[src/rtl/core/mwm_div_lane.sv]
// Pipelined restoring divider lane, one quotient bit per stage, with side data.
module mwm_div_lane #(
  parameter int DEN_W  = 9,
  parameter int QUO_W  = 17,
  parameter int SIDE_W = 10
) (
  input  logic                     clk,
  input  logic                     en,
  input  logic [DEN_W+QUO_W-1:0]   num,
  input  logic [DEN_W-1:0]         den,
  input  logic [SIDE_W-1:0]        side_i,
  output logic [QUO_W-1:0]         quo,
  output logic [SIDE_W-1:0]        side_o
);

  // The upper DEN_W bits of the numerator are known to be below the divisor.
  localparam int NUM_W = DEN_W + QUO_W;

  logic [DEN_W-1:0]  rem_r  [QUO_W];
  logic [QUO_W-1:0]  lo_r   [QUO_W];
  logic [QUO_W-1:0]  quo_r  [QUO_W];
  logic [DEN_W-1:0]  den_r  [QUO_W];
  logic [SIDE_W-1:0] side_r [QUO_W];

  for (genvar k = 0; k < QUO_W; k++) begin : g_stage
    logic [DEN_W-1:0]  rem_i;
    logic [QUO_W-1:0]  lo_i;
    logic [QUO_W-1:0]  quo_i;
    logic [DEN_W-1:0]  den_i;
    logic [SIDE_W-1:0] side_i_k;
    logic [DEN_W:0]    trial;
    logic [DEN_W:0]    diff;
    logic              ge;

    // The first stage takes the operands straight from the ports.
    if (k == 0) begin : g_first
      assign rem_i    = num[NUM_W-1 -: DEN_W];
      assign lo_i     = num[QUO_W-1:0];
      assign quo_i    = '0;
      assign den_i    = den;
      assign side_i_k = side_i;
    end else begin : g_next
      assign rem_i    = rem_r[k-1];
      assign lo_i     = lo_r[k-1];
      assign quo_i    = quo_r[k-1];
      assign den_i    = den_r[k-1];
      assign side_i_k = side_r[k-1];
    end

    // Bring down one numerator bit and try to subtract the divisor.
    assign trial = {rem_i, lo_i[QUO_W-1]};
    assign diff  = trial - {1'b0, den_i};
    assign ge    = trial >= {1'b0, den_i};

    always_ff @(posedge clk) begin
      if (en) begin
        rem_r[k]  <= ge ? diff[DEN_W-1:0] : trial[DEN_W-1:0];
        lo_r[k]   <= {lo_i[QUO_W-2:0], 1'b0};
        quo_r[k]  <= {quo_i[QUO_W-2:0], ge};
        den_r[k]  <= den_i;
        side_r[k] <= side_i_k;
      end
    end
  end

  assign quo    = quo_r[QUO_W-1];
  assign side_o = side_r[QUO_W-1];

endmodule

[config.mk]
export PLATFORM = sky130hd
export DESIGN_NAME = mwm_div_lane
export DESIGN_NICKNAME = d
export VERILOG_FILES = /design/src/rtl/core/mwm_div_lane.sv
export SDC_FILE = /design/constraint.sdc
export NUM_CORES = 1
export LEC_CHECK = 0
export BUFFER_PORTS_ARGS = -buffer_cell sky130_fd_sc_hd__buf_2
export CELL_PAD_IN_SITES_DETAIL_PLACEMENT = 1
export CELL_PAD_IN_SITES_GLOBAL_PLACEMENT = 2
export CORE_UTILIZATION = 35
export CTS_CLUSTER_DIAMETER = 40
export DETAILED_ROUTE_END_ITERATION = 6
export PLACE_DENSITY_LB_ADDON = 0.1
export SYNTH_ARGS = -nofsm -noshare
export SYNTH_HDL_FRONTEND = slang
export SYNTH_SLANG_ARGS = --single-unit
[constraint.sdc]
create_clock -name clk -period 2.4 [get_ports clk]
set_input_delay 0.24 -clock clk [delete_from_list [all_inputs] [get_ports clk]]
set_output_delay 0.24 -clock clk [all_outputs]
set_load 0.02 [all_outputs]
==> impl_table.tex <==
\begin{tabular}{lr}
\hline
Metric & Value \\
\hline
\multicolumn{2}{l}{\textbf{Min path}} \\
Startpoint of the worst hold path & num[25] \\
Cells on Worst Hold Path & 4 \\
Tightest Hold Check Type & primary input to flop \\
Worst Hold Path EP & quo\_r[0][0] \\
\multicolumn{2}{l}{\textbf{Yosys}} \\
Most instantiated flip-flop cell in the synthesis netlist & sky130\_fd\_sc\_hd\_\_edfxtp\_1 \\
Number of nets produced by synthesis & 2,173 \\
Number of warnings reported in the yosys synthesis log & 0 \\
Post-synthesis area per instance & 15.9 um\^{}2 \\
Part of the Yosys area used for sequential elements & 72.0\% \\
Top-count cell post-synth & sky130\_fd\_sc\_hd\_\_edfxtp\_1 \\
Library cell with the largest summed area after synthesis & sky130\_fd\_sc\_hd\_\_edfxtp\_1 \\
FF+latch count, synth & 747 \\
Top cells by count, synth & 747 x sky130\_fd\_sc\_hd\_\_edfxtp\_1, 217 x sky130\_fd\_sc\_hd\_\_inv\_1, 153 x sky130\_fd\_sc\_hd\_\_ha\_1, 116 x sky130\_fd\_sc\_hd\_\_a21oi\_1, 79 x sky130\_fd\_sc\_hd\_\_mux2\_2 \\
Cell count after synthesis & 1,957 \\
Number of enable flip-flop cells after synthesis & 747 \\
Area contributors post-synth & sky130\_fd\_sc\_hd\_\_edfxtp\_1 72\%, sky130\_fd\_sc\_hd\_\_ha\_1 6.1\%, sky130\_fd\_sc\_hd\_\_mux2\_2 2.9\% \\
Count of unique library cells instantiated by Yosys & 59 \\
FFs w/ async S/R, synth & 0\% \\
Post-Synthesis Cell Area & 31,100 um\^{}2 \\
Fraction of synthesized cell area taken by the top area cell type & 72.0\% \\
\multicolumn{2}{l}{\textbf{Placement}} \\
Final estimated routing congestion in global placement & 0.777 \\
Pre-CTS setup slack & -128 ps \\
HPWL after detailed placement & 43.0 mm \\
IO buf count & 73 \\
Placed cells & 3,347 \\
\multicolumn{2}{l}{\textbf{STA}} \\
Crit path setup slack, layout & 26.1 ps \\
Total Neg Setup Slack & 0 ps \\
Final number of setup-violating endpoints & 0 \\
Setup repair after global routing missed its margin & true \\
Relative slew slack & 63.1\% \\
Setup skew after layout & 33.3 ps \\
Hold Worst Slack & 119 ps \\
Final-report max-slew violation count & 0 \\
Share of the clock period used by the worst path after layout & 98.9\% \\
Highest achievable clock rate & 421 MHz \\
Final hold violation count & 0 \\
Transition time of the tightest slew-check pin & 540 ps \\
Shortest period the worst path allows & 2370 ps \\
\multicolumn{2}{l}{\textbf{CTS}} \\
Post-CTS clock slew at the launch and capture registers of the worst setup and hold paths & 50 ps \\
Maximum buffer depth of the clock tree & 3 \\
CTS tree & yes \\
H-tree levels & 3 \\
Clock root cell & sky130\_fd\_sc\_hd\_\_clkbuf\_16 \\
CTS sink cnt & 747 \\
Cts bufs inserted & 120 \\
Clk\_lat worst skew & 680 ps \\
\multicolumn{2}{l}{\textbf{Flow run}} \\
Number of max-capacitance violations reported & 0 \\
\multicolumn{2}{l}{\textbf{Setup path}} \\
R2r worst-path depth & 10 \\
Required time of the critical path & 2800 ps \\
Worst reg2reg startpoint & lo\_r[0][95] \\
Flop-to-flop setup slack & 30 ps \\
Crit path max fanout & 6 \\
Category of the worst setup path launch point & flop \\
Critical path endpoint category & flop \\
Crit path DAT & 2770 ps \\
Category of the most critical setup path & flop to flop \\
Critical register-to-register path endpoint & rem\_r[0][55] \\
\multicolumn{2}{l}{\textbf{Power and ir drop}} \\
Maximum resistive drop on vdd & 0.598 mV \\
Leakage & 0.0151 uW \\
Total power divided by cell area & 1220 nW/um\^{}2 \\
\multicolumn{2}{l}{\textbf{Floorplan}} \\
Die extent in y & 300 um \\
Number of placement rows & 109 \\
Floorplan die area & 90,200 um\^{}2 \\
Die width & 300 um \\
Area of the core & 88,200 um\^{}2 \\
Starting utilization of the core area & 35.3\% \\
I/O pins & 74 \\
\multicolumn{2}{l}{\textbf{Cells and area}} \\
Final non-filler cell total & 3,648 \\
Net count reported at finish & 2,596 \\
Antenna diode instance count & 0 \\
Share of post-route cells with drive strength above 1 & 26.5\% \\
Final Util & 44.7\% \\
Area Growth Syn to Fin & 26.7\% \\
\multicolumn{2}{l}{\textbf{Drt}} \\
Count of vias placed by the detailed router & 17,061 \\
Routed wire length & 61.6 mm \\
Post-DRT Antenna Nets & 0 \\
DR iter-0 viols & 637 \\
Avg Vias per Cell & 4.68 \\
Remaining routing DRC violations & 0 \\
Routed length per instance & 16.9 um \\
First-pass detailed-route iteration total & 6 \\
\multicolumn{2}{l}{\textbf{Global route}} \\
Via count of the first global-routing pass & 18,452 \\
Largest net degree at the start of global routing & 76 \\
Antenna violations before repair & 0 \\
Remaining global-route overflow & 0 \\
Global-route usage over all layers & 13.8\% \\
First-pass GRT wire length & 97.9 mm \\
\multicolumn{2}{l}{\textbf{Run status}} \\
Run status & complete, no violations \\
\hline
\end{tabular}
## how the worst max path moves through the flow
stage / from / end / slack [ps] / cells after the start
2_1_floorplan: lo_r[0][223] / rem_r[0][127] / 50 / 10
3_3_place_gp: lo_r[0][223] / rem_r[0][127] / -110 / 9
3_5_place_dp: lo_r[0][223] / rem_r[0][130] / -130 / 9
4_1_cts: lo_r[0][175] / rem_r[0][103] / 0.4 / 10
5_1_grt: lo_r[0][175] / rem_r[0][105] / -90 / 10
6_report: lo_r[0][95] / rem_r[0][55] / 30 / 10
## cells by family (layout without fill, tap and decap cells)
| kind of cell | count (synthesis) | count (layout) | synth area share [%] |
|---|---|---|---|
| flops | 747 | 747 | 72.0 |
| buf+inv | 236 | 759 | 2.92 |
| xor+xnor | 65 | 65 | 1.83 |
| simple gates | 249 | 249 | 3.96 |
| fa+ha+maj | 169 | 169 | 7.17 |
| compound gates | 388 | 391 | 8.42 |
| mux | 103 | 103 | 3.69 |
## registers in the layout, summed over array words and instances (netlist names)
signal	flops
den_r	144
lo_r	136
rem_r	144
quo_r	153
side_r	170
## worst max-delay path: stages, from the launching register on
cell	delay [ps]
sky130_fd_sc_hd__edfxtp_1	390
sky130_fd_sc_hd__inv_1	80
sky130_fd_sc_hd__ha_2	180
sky130_fd_sc_hd__inv_2	40
sky130_fd_sc_hd__fa_2	360
sky130_fd_sc_hd__a21oi_4	160
sky130_fd_sc_hd__o211ai_1	120
sky130_fd_sc_hd__and3_1	210
sky130_fd_sc_hd__nor2_2	150
sky130_fd_sc_hd__inv_2	100
sky130_fd_sc_hd__mux2_4	300
## per-stage QoR
step | area (um^2) | power, uW
2_1_floorplan | 31100 | 26100
3_3_place_gp | 34300 | 30300
3_5_place_dp | 34300 | 30400
4_1_cts | 38900 | 48100
5_1_grt | 39500 | 50700
6_report | 39500 | 48000
## power by group
part | switching, uW | leakage, uW | internal (uW)
registers | 1100 | 0.00729 | 17100
logic | 6390 | 0.00583 | 6400
clock network | 6340 | 0.00197 | 10700
total | 13800 | 0.0151 | 34200
## cells in the final DEF, fill, tap and decap left out, types with 16 or more instances in the layout
cell type,n
sky130_fd_sc_hd__inv_1,209
sky130_fd_sc_hd__nand4_1,18
sky130_fd_sc_hd__nor3_1,39
sky130_fd_sc_hd__nand2_1,33
sky130_fd_sc_hd__nor2b_1,20
sky130_fd_sc_hd__a21boi_0,33
sky130_fd_sc_hd__dlygate4sd3_1,45
sky130_fd_sc_hd__inv_2,16
sky130_fd_sc_hd__xnor2_1,58
sky130_fd_sc_hd__o21ai_0,23
sky130_fd_sc_hd__o21a_1,44
sky130_fd_sc_hd__inv_6,27
sky130_fd_sc_hd__mux2_2,75
sky130_fd_sc_hd__clkinv_2,16
sky130_fd_sc_hd__buf_4,175
sky130_fd_sc_hd__a21oi_1,93
sky130_fd_sc_hd__edfxtp_1,747
sky130_fd_sc_hd__ha_1,138
sky130_fd_sc_hd__clkbuf_16,121
sky130_fd_sc_hd__buf_2,72
sky130_fd_sc_hd__a21o_1,24
sky130_fd_sc_hd__o211ai_1,32
sky130_fd_sc_hd__mux2i_1,20
sky130_fd_sc_hd__a21oi_2,17
sky130_fd_sc_hd__nand3_1,25
sky130_fd_sc_hd__nor2_1,75
## routing by layer
| layer | GRT usage [%] | share of wire (%) |
|---|---|---|
| met4 | 5.47 | 2.6 |
| met2 | 22.7 | 48 |
| met5 | 0 | 0 |
| met1 | 17.9 | 46 |
| met3 | 2.57 | 3.3 |
## repair_timing
action	4_1_cts	5_1_grt
cloned	3	0
pin swaps	9	52
hold buffers	45	0
endpoints found under the hold margin	66	0
endpoints found under the setup margin	81	108
gates resized for setup	28	84
buffers inserted	2	27
## cell type report
type                    count  area (um^2)
flip-flops and latches    747        22400
inverters                 227          857
multi-input cells         977         8240
repair buffers            307         2410
clock inverters           100         1030
well taps                1165         1460
clock buffers             125         3040
fillers                  8640        48800
Power figures use the tool's default switching activity.
