File: config.mk
export PLATFORM = sky130hd
export DESIGN_NAME = mwm_mixer
export DESIGN_NICKNAME = d
export VERILOG_FILES = /design/src/rtl/core/mwm_pkg.sv /design/src/rtl/core/mwm_mixer.sv
export SDC_FILE = /design/constraint.sdc
export NUM_CORES = 1
export LEC_CHECK = 0
export BUFFER_PORTS_ARGS = -buffer_cell sky130_fd_sc_hd__buf_2
export CAP_MARGIN = 20
export CORE_MARGIN = 2
export CORE_UTILIZATION = 55
export DETAILED_ROUTE_END_ITERATION = 8
export GPL_TIMING_DRIVEN = 0
export MAX_ROUTING_LAYER = met4
export PLACE_DENSITY = 0.76
export SYNTH_ARGS = -nofsm -noshare
export SYNTH_HDL_FRONTEND = slang
export SYNTH_SLANG_ARGS = --single-unit
File: constraint.sdc
create_clock -name clk -period 6.2 [get_ports clk]
set_input_delay 0.31 -clock clk [delete_from_list [all_inputs] [get_ports clk]]
set_output_delay 0.31 -clock clk [all_outputs]
set_load 0.02 [all_outputs]
File: src/rtl/core/mwm_pkg.sv
// Shared widths, types and reset values for the mecanum wheel mixer.
package mwm_pkg;

  // Field widths of the joystick sample, the wheel sums and the results.
  localparam int AXIS_W     = 8;
  localparam int WHEEL_W    = 10;
  localparam int MAG_W      = 9;
  localparam int LIMIT_W    = 9;
  localparam int PROD_W     = MAG_W + LIMIT_W;
  localparam int SPEED_W    = 18;
  localparam int NUM_WHEELS = 4;

  // Default number of fraction bits in the wheel speed results.
  localparam int FRAC_BITS_DEF = 8;

  // Speed limit after reset, in percent.
  localparam logic [LIMIT_W-1:0] SPEED_LIMIT_RST = 9'd100;

  // Wheel positions in the lane arrays.
  localparam int WHEEL_FL = 0;
  localparam int WHEEL_FR = 1;
  localparam int WHEEL_BL = 2;
  localparam int WHEEL_BR = 3;

  // One wheel in sign and magnitude form.
  typedef struct packed {
    logic             neg;
    logic [MAG_W-1:0] mag;
  } wheel_t;

  // Control that travels with each transaction down the pipeline.
  typedef struct packed {
    logic valid;
    logic scale;
  } mix_ctl_t;

endpackage

File: src/rtl/core/mwm_mixer.sv
// Front end of the mixer: wheel sums, magnitudes, largest magnitude and products.
module mwm_mixer (
  input  logic                                 clk,
  input  logic                                 rst_n,
  input  logic                                 en,
  input  logic                                 in_valid,
  input  logic signed [mwm_pkg::AXIS_W-1:0]    fwd_axis,
  input  logic signed [mwm_pkg::AXIS_W-1:0]    strafe_axis,
  input  logic signed [mwm_pkg::AXIS_W-1:0]    turn_axis,
  input  logic        [mwm_pkg::LIMIT_W-1:0]   limit,
  output mwm_pkg::mix_ctl_t                    ctl_o,
  output mwm_pkg::wheel_t                      wheel_o [mwm_pkg::NUM_WHEELS],
  output logic        [mwm_pkg::PROD_W-1:0]    prod_o  [mwm_pkg::NUM_WHEELS],
  output logic        [mwm_pkg::MAG_W-1:0]     den_o
);

  localparam int NW = mwm_pkg::NUM_WHEELS;

  // Stage 1: signed wheel sums.
  logic                                v1_r;
  logic signed [mwm_pkg::WHEEL_W-1:0] w_r   [NW];
  logic signed [mwm_pkg::WHEEL_W-1:0] w_nxt [NW];

  // Stage 2: sign and magnitude per wheel, pairwise maxima.
  logic                              v2_r;
  mwm_pkg::wheel_t                   wh2_r   [NW];
  mwm_pkg::wheel_t                   wh2_nxt [NW];
  logic [mwm_pkg::MAG_W-1:0]         max01_r, max23_r;
  logic [mwm_pkg::MAG_W-1:0]         max01_nxt, max23_nxt;

  // Stage 3: largest magnitude and the scale decision.
  mwm_pkg::mix_ctl_t                 ctl3_r, ctl3_nxt;
  mwm_pkg::wheel_t                   wh3_r [NW];
  logic [mwm_pkg::MAG_W-1:0]         largest_r, largest_nxt;

  // Stage 4: magnitude times limit, divisor select.
  mwm_pkg::mix_ctl_t                 ctl4_r;
  mwm_pkg::wheel_t                   wh4_r   [NW];
  logic [mwm_pkg::PROD_W-1:0]        prod_r  [NW];
  logic [mwm_pkg::PROD_W-1:0]        prod_nxt[NW];
  logic [mwm_pkg::MAG_W-1:0]         den_r, den_nxt;

  // Mixing rules for the four wheels.
  always_comb begin
    logic signed [mwm_pkg::WHEEL_W-1:0] f, s, t;
    f = mwm_pkg::WHEEL_W'(fwd_axis);
    s = mwm_pkg::WHEEL_W'(strafe_axis);
    t = mwm_pkg::WHEEL_W'(turn_axis);
    w_nxt[mwm_pkg::WHEEL_FL] = f + s + t;
    w_nxt[mwm_pkg::WHEEL_FR] = f - s - t;
    w_nxt[mwm_pkg::WHEEL_BL] = f - s + t;
    w_nxt[mwm_pkg::WHEEL_BR] = f + s - t;
  end

  // Magnitudes and the first level of the maximum tree.
  always_comb begin
    logic [mwm_pkg::WHEEL_W-1:0] nw;
    for (int i = 0; i < NW; i++) begin
      nw              = mwm_pkg::WHEEL_W'(-w_r[i]);
      wh2_nxt[i].neg  = w_r[i][mwm_pkg::WHEEL_W-1];
      wh2_nxt[i].mag  = w_r[i][mwm_pkg::WHEEL_W-1] ? nw[mwm_pkg::MAG_W-1:0]
                                                   : w_r[i][mwm_pkg::MAG_W-1:0];
    end
    max01_nxt = (wh2_nxt[0].mag > wh2_nxt[1].mag) ? wh2_nxt[0].mag : wh2_nxt[1].mag;
    max23_nxt = (wh2_nxt[2].mag > wh2_nxt[3].mag) ? wh2_nxt[2].mag : wh2_nxt[3].mag;
  end

  // Largest magnitude; scaling happens only when it is strictly above the limit.
  always_comb begin
    largest_nxt    = (max01_r > max23_r) ? max01_r : max23_r;
    ctl3_nxt.valid = v2_r;
    ctl3_nxt.scale = largest_nxt > limit;
  end

  // Products for the divider; an unscaled transaction divides by one.
  always_comb begin
    for (int i = 0; i < NW; i++) begin
      prod_nxt[i] = mwm_pkg::PROD_W'(wh3_r[i].mag) * mwm_pkg::PROD_W'(limit);
    end
    den_nxt = ctl3_r.scale ? largest_r : mwm_pkg::MAG_W'(1);
  end

  // Valid bits of the four stages.
  always_ff @(posedge clk) begin
    if (!rst_n) begin
      v1_r   <= 1'b0;
      v2_r   <= 1'b0;
      ctl3_r <= '0;
      ctl4_r <= '0;
    end else if (en) begin
      v1_r   <= in_valid;
      v2_r   <= v1_r;
      ctl3_r <= ctl3_nxt;
      ctl4_r <= ctl3_r;
    end
  end

  // Stage payload registers.
  always_ff @(posedge clk) begin
    if (en) begin
      for (int i = 0; i < NW; i++) begin
        w_r[i]    <= w_nxt[i];
        wh2_r[i]  <= wh2_nxt[i];
        wh3_r[i]  <= wh2_r[i];
        wh4_r[i]  <= wh3_r[i];
        prod_r[i] <= prod_nxt[i];
      end
      max01_r   <= max01_nxt;
      max23_r   <= max23_nxt;
      largest_r <= largest_nxt;
      den_r     <= den_nxt;
    end
  end

  assign ctl_o   = ctl4_r;
  assign wheel_o = wh4_r;
  assign prod_o  = prod_r;
  assign den_o   = den_r;

endmodule

==> summary.txt <==
CTS
  – # H-tree levels: 1
  – Post-CTS Setup Inserts: 0
  – # clock sinks: 264
  – PostCTS Resize Cnt: 0
  – Hold-fix buffers, CTS: 0
  – TritonCTS clock tree: yes
  – Max clock buf depth: 3
  – Clk root buf: clkbuf_16
  – Clock latency on the worst-skew pair: 0.56 ns
  – CTS buffer count: 27
  – Clock-pin transition on the worst setup and hold timing paths: 0.06 ns

Setup path
  – R2R cell count: 15
  – CP max FO: 9
  – Worst setup path class: flip-flop to flip-flop
  – Worst setup path start: wh3_r[1][2]
  – Worst EP arrival: 5.47 ns
  – Crit. End Element: flip-flop
  – Required time of the critical path: 6.50 ns
  – Critical R2R Launch: wh3_r[1][2]
  – Crit start category: flip-flop

Timing
  – Hold Vio Cnt, Final: 0
  – Max-slew violation count: 0
  – Setup TNS: 0 ns
  – Relative slew slack: 39.6%
  – Unrepaired setup endpoints after global routing: false
  – Worst Skew: 0.0149 ns
  – Setup WS post-layout: 1.02 ns
  – Worst-Margin Slew: 0.906 ns
  – Setup violators final: 0
  – Crit share post-route: 83.5%
  – Minimum clock period: 5.18 ns
  – Maximum clock rate: 193 MHz
  – Fin Hold WS: 0.0338 ns

Die
  – Die area: 0.0420 mm²
  – Top Ports: 160
  – Starting Density: 55.7%
  – Cell row count: 73
  – Width of the die: 205 µm
  – Core Area: 0.0398 mm²
  – Die height: 205 µm

Synthesis
  – Flop and latch count out of synthesis: 264
  – Post-synth top area cell: edfxtp_1
  – Yosys top cell area share: 34.9%
  – Unique masters post-synth: 69
  – Syn Area/Cell: 10.9 µm²
  – Synthesized area: 0.0222 mm²
  – Syn. warnings: 0
  – Sequential area share after synthesis: 35.4%
  – Post-synthesis net count: 2516
  – Syn Inst Count: 2029
  – Most common library cells after synthesis: inv_1 (364), edfxtp_1 (258), ha_1 (244)
  – Dominant synthesized flop cell: edfxtp_1
  – Top-count cell post-synth: inv_1
  – Post-synth EDFFs: 258
  – Async S/R FF share, synth: 0%
  – Largest cells by area after synthesis: edfxtp_1 (35%), fa_1 (19%), ha_1 (14%), inv_1 (6.2%), and2_1 (5.4%)

Global route
  – Initial antenna violation count: 0
  – Gr ovfl total: 0
  – Largest net degree at the start of global routing: 122
  – Vias in the first global route: 15600
  – Gr usage total: 24.7%
  – First-pass GRT wire length: 78800 µm

Outcome
  – Run status: completed

Layout
  – # fillers: 3151
  – Reg area: 0.00787 mm²
  – Finished Layout Cells: 2762
  – Final Core Density: 61.9%
  – Nets: 2705
  – Syn-to-layout area delta: 11.1%
  – Layout cell share with drive strength beyond 1: 10.7%
  – Fin area: 0.0247 mm²
  – Area of the multi-input gates: 0.0127 mm²
  – # diodes: 0

Place
  – Detail Placement HPWL: 38200 µm
  – Placed inst area: 0.0237 mm²
  – Pre-CTS setup slack: 0.633 ns
  – GPL Wtd Cong: 0.937
  – Port bufs: 158
  – # placed instances: 2714

Min path
  – Hold Path Class: input pin to flip-flop
  – Hold path depth: 2
  – Hold wc startpoint: rst_n

Routing
  – Routed vias: 14800
  – Drt wl/cell: 17.6 µm
  – Vias per Instance: 5.37
  – DR pass1 iterations: 5
  – Residual DRC: 0
  – Post-route ant nets: 0
  – Initial drt markers: 801
  – Final WL: 48500 µm

Power and ir drop
  – Final Power: 13.3 mW
  – Worst vdd ir: 0.350 mV
  – Pwr Density: 538 mW/mm²
  – Static leakage: 11.6 nW

Flow run
  – Max Cap Violations: 0
## layer usage
metal	wire (µm)	global-route usage, %
met3	2500	2.72
met2	24800	43.3
met4	1770	9.02
met1	19400	29.3
met5	0	-
## worst paths after layout
kind	to	slack (ns)
min reg2reg	wh3_r[3][3]	0.41
min	ctl3_r[0]	0.03
max reg2reg	prod_o[53]	1.02
max	prod_o[53]	1.02
## where the power goes
group          switching (mW)  internal (mW)  leakage [nW]
sequential              0.299           3.02          2.58
clock                   0.697           1.05         0.462
combinational            4.66           3.55          8.57
## state kept, by name (all words and copies together), names as in the netlist, 2 cells and up
name,flops
prod_o,70
w_r,38
wh2_r,38
wh3_r,38
wheel_o,38
den_o,9
largest_r,9
max01_r,9
max23_r,9
ctl3_r,2
ctl_o,2
## cell families (layout without fill, tap and decap cells)
kind of cell | Yosys count | count (layout) | synth area share (%)
muxes | 38 | 38 | 1.87
AOI/OAI and AO/OA | 223 | 223 | 6.70
adders and majority gates | 450 | 450 | 32.3
buffers and inverters | 421 | 629 | 7.19
xor gates and xnor gates | 108 | 108 | 4.26
and+or+nand+nor | 525 | 525 | 12.2
DFF | 264 | 264 | 35.4
## layout make-up
type / count / share of cell area (%)
plain buffers: 56 / 0.913
clock buffers: 29 / 2.77
clock inverters: 19 / 1.07
inverters: 365 / 5.56
multi-input cells: 1344 / 51.7
flip-flops and latches: 264 / 31.9
well taps: 525 / 2.66
repair buffers: 160 / 3.47
## worst max-delay path, stage by stage (launching register included)
cell	delay [ns]
edfxtp_1	0.43
buf_1	0.41
and2_1	0.21
fa_1	0.43
fa_1	0.46
fa_1	0.51
inv_1	0.05
fa_1	0.49
inv_1	0.04
ha_1	0.34
a2111oi_0	0.43
o21ai_1	0.17
a41oi_1	0.35
a21oi_1	0.19
nor4_1	0.27
nor4bb_1	0.11
## layout by cell type (no fill, tap or decap), drive strengths merged, types with 11 or more instances in the layout
master	n
nor3	15
edfxtp	258
inv	369
nor2	58
clkbuf	73
o31ai	15
o21ai	44
mux2	24
mux2i	14
a21oi	59
and2	192
a31oi	11
xnor2	61
fa	206
a21o	26
ha	244
xor2	47
buf	172
nand2b	19
o21a	16
nor2b	22
nand2	172
(Power assumes the default switching activity.)
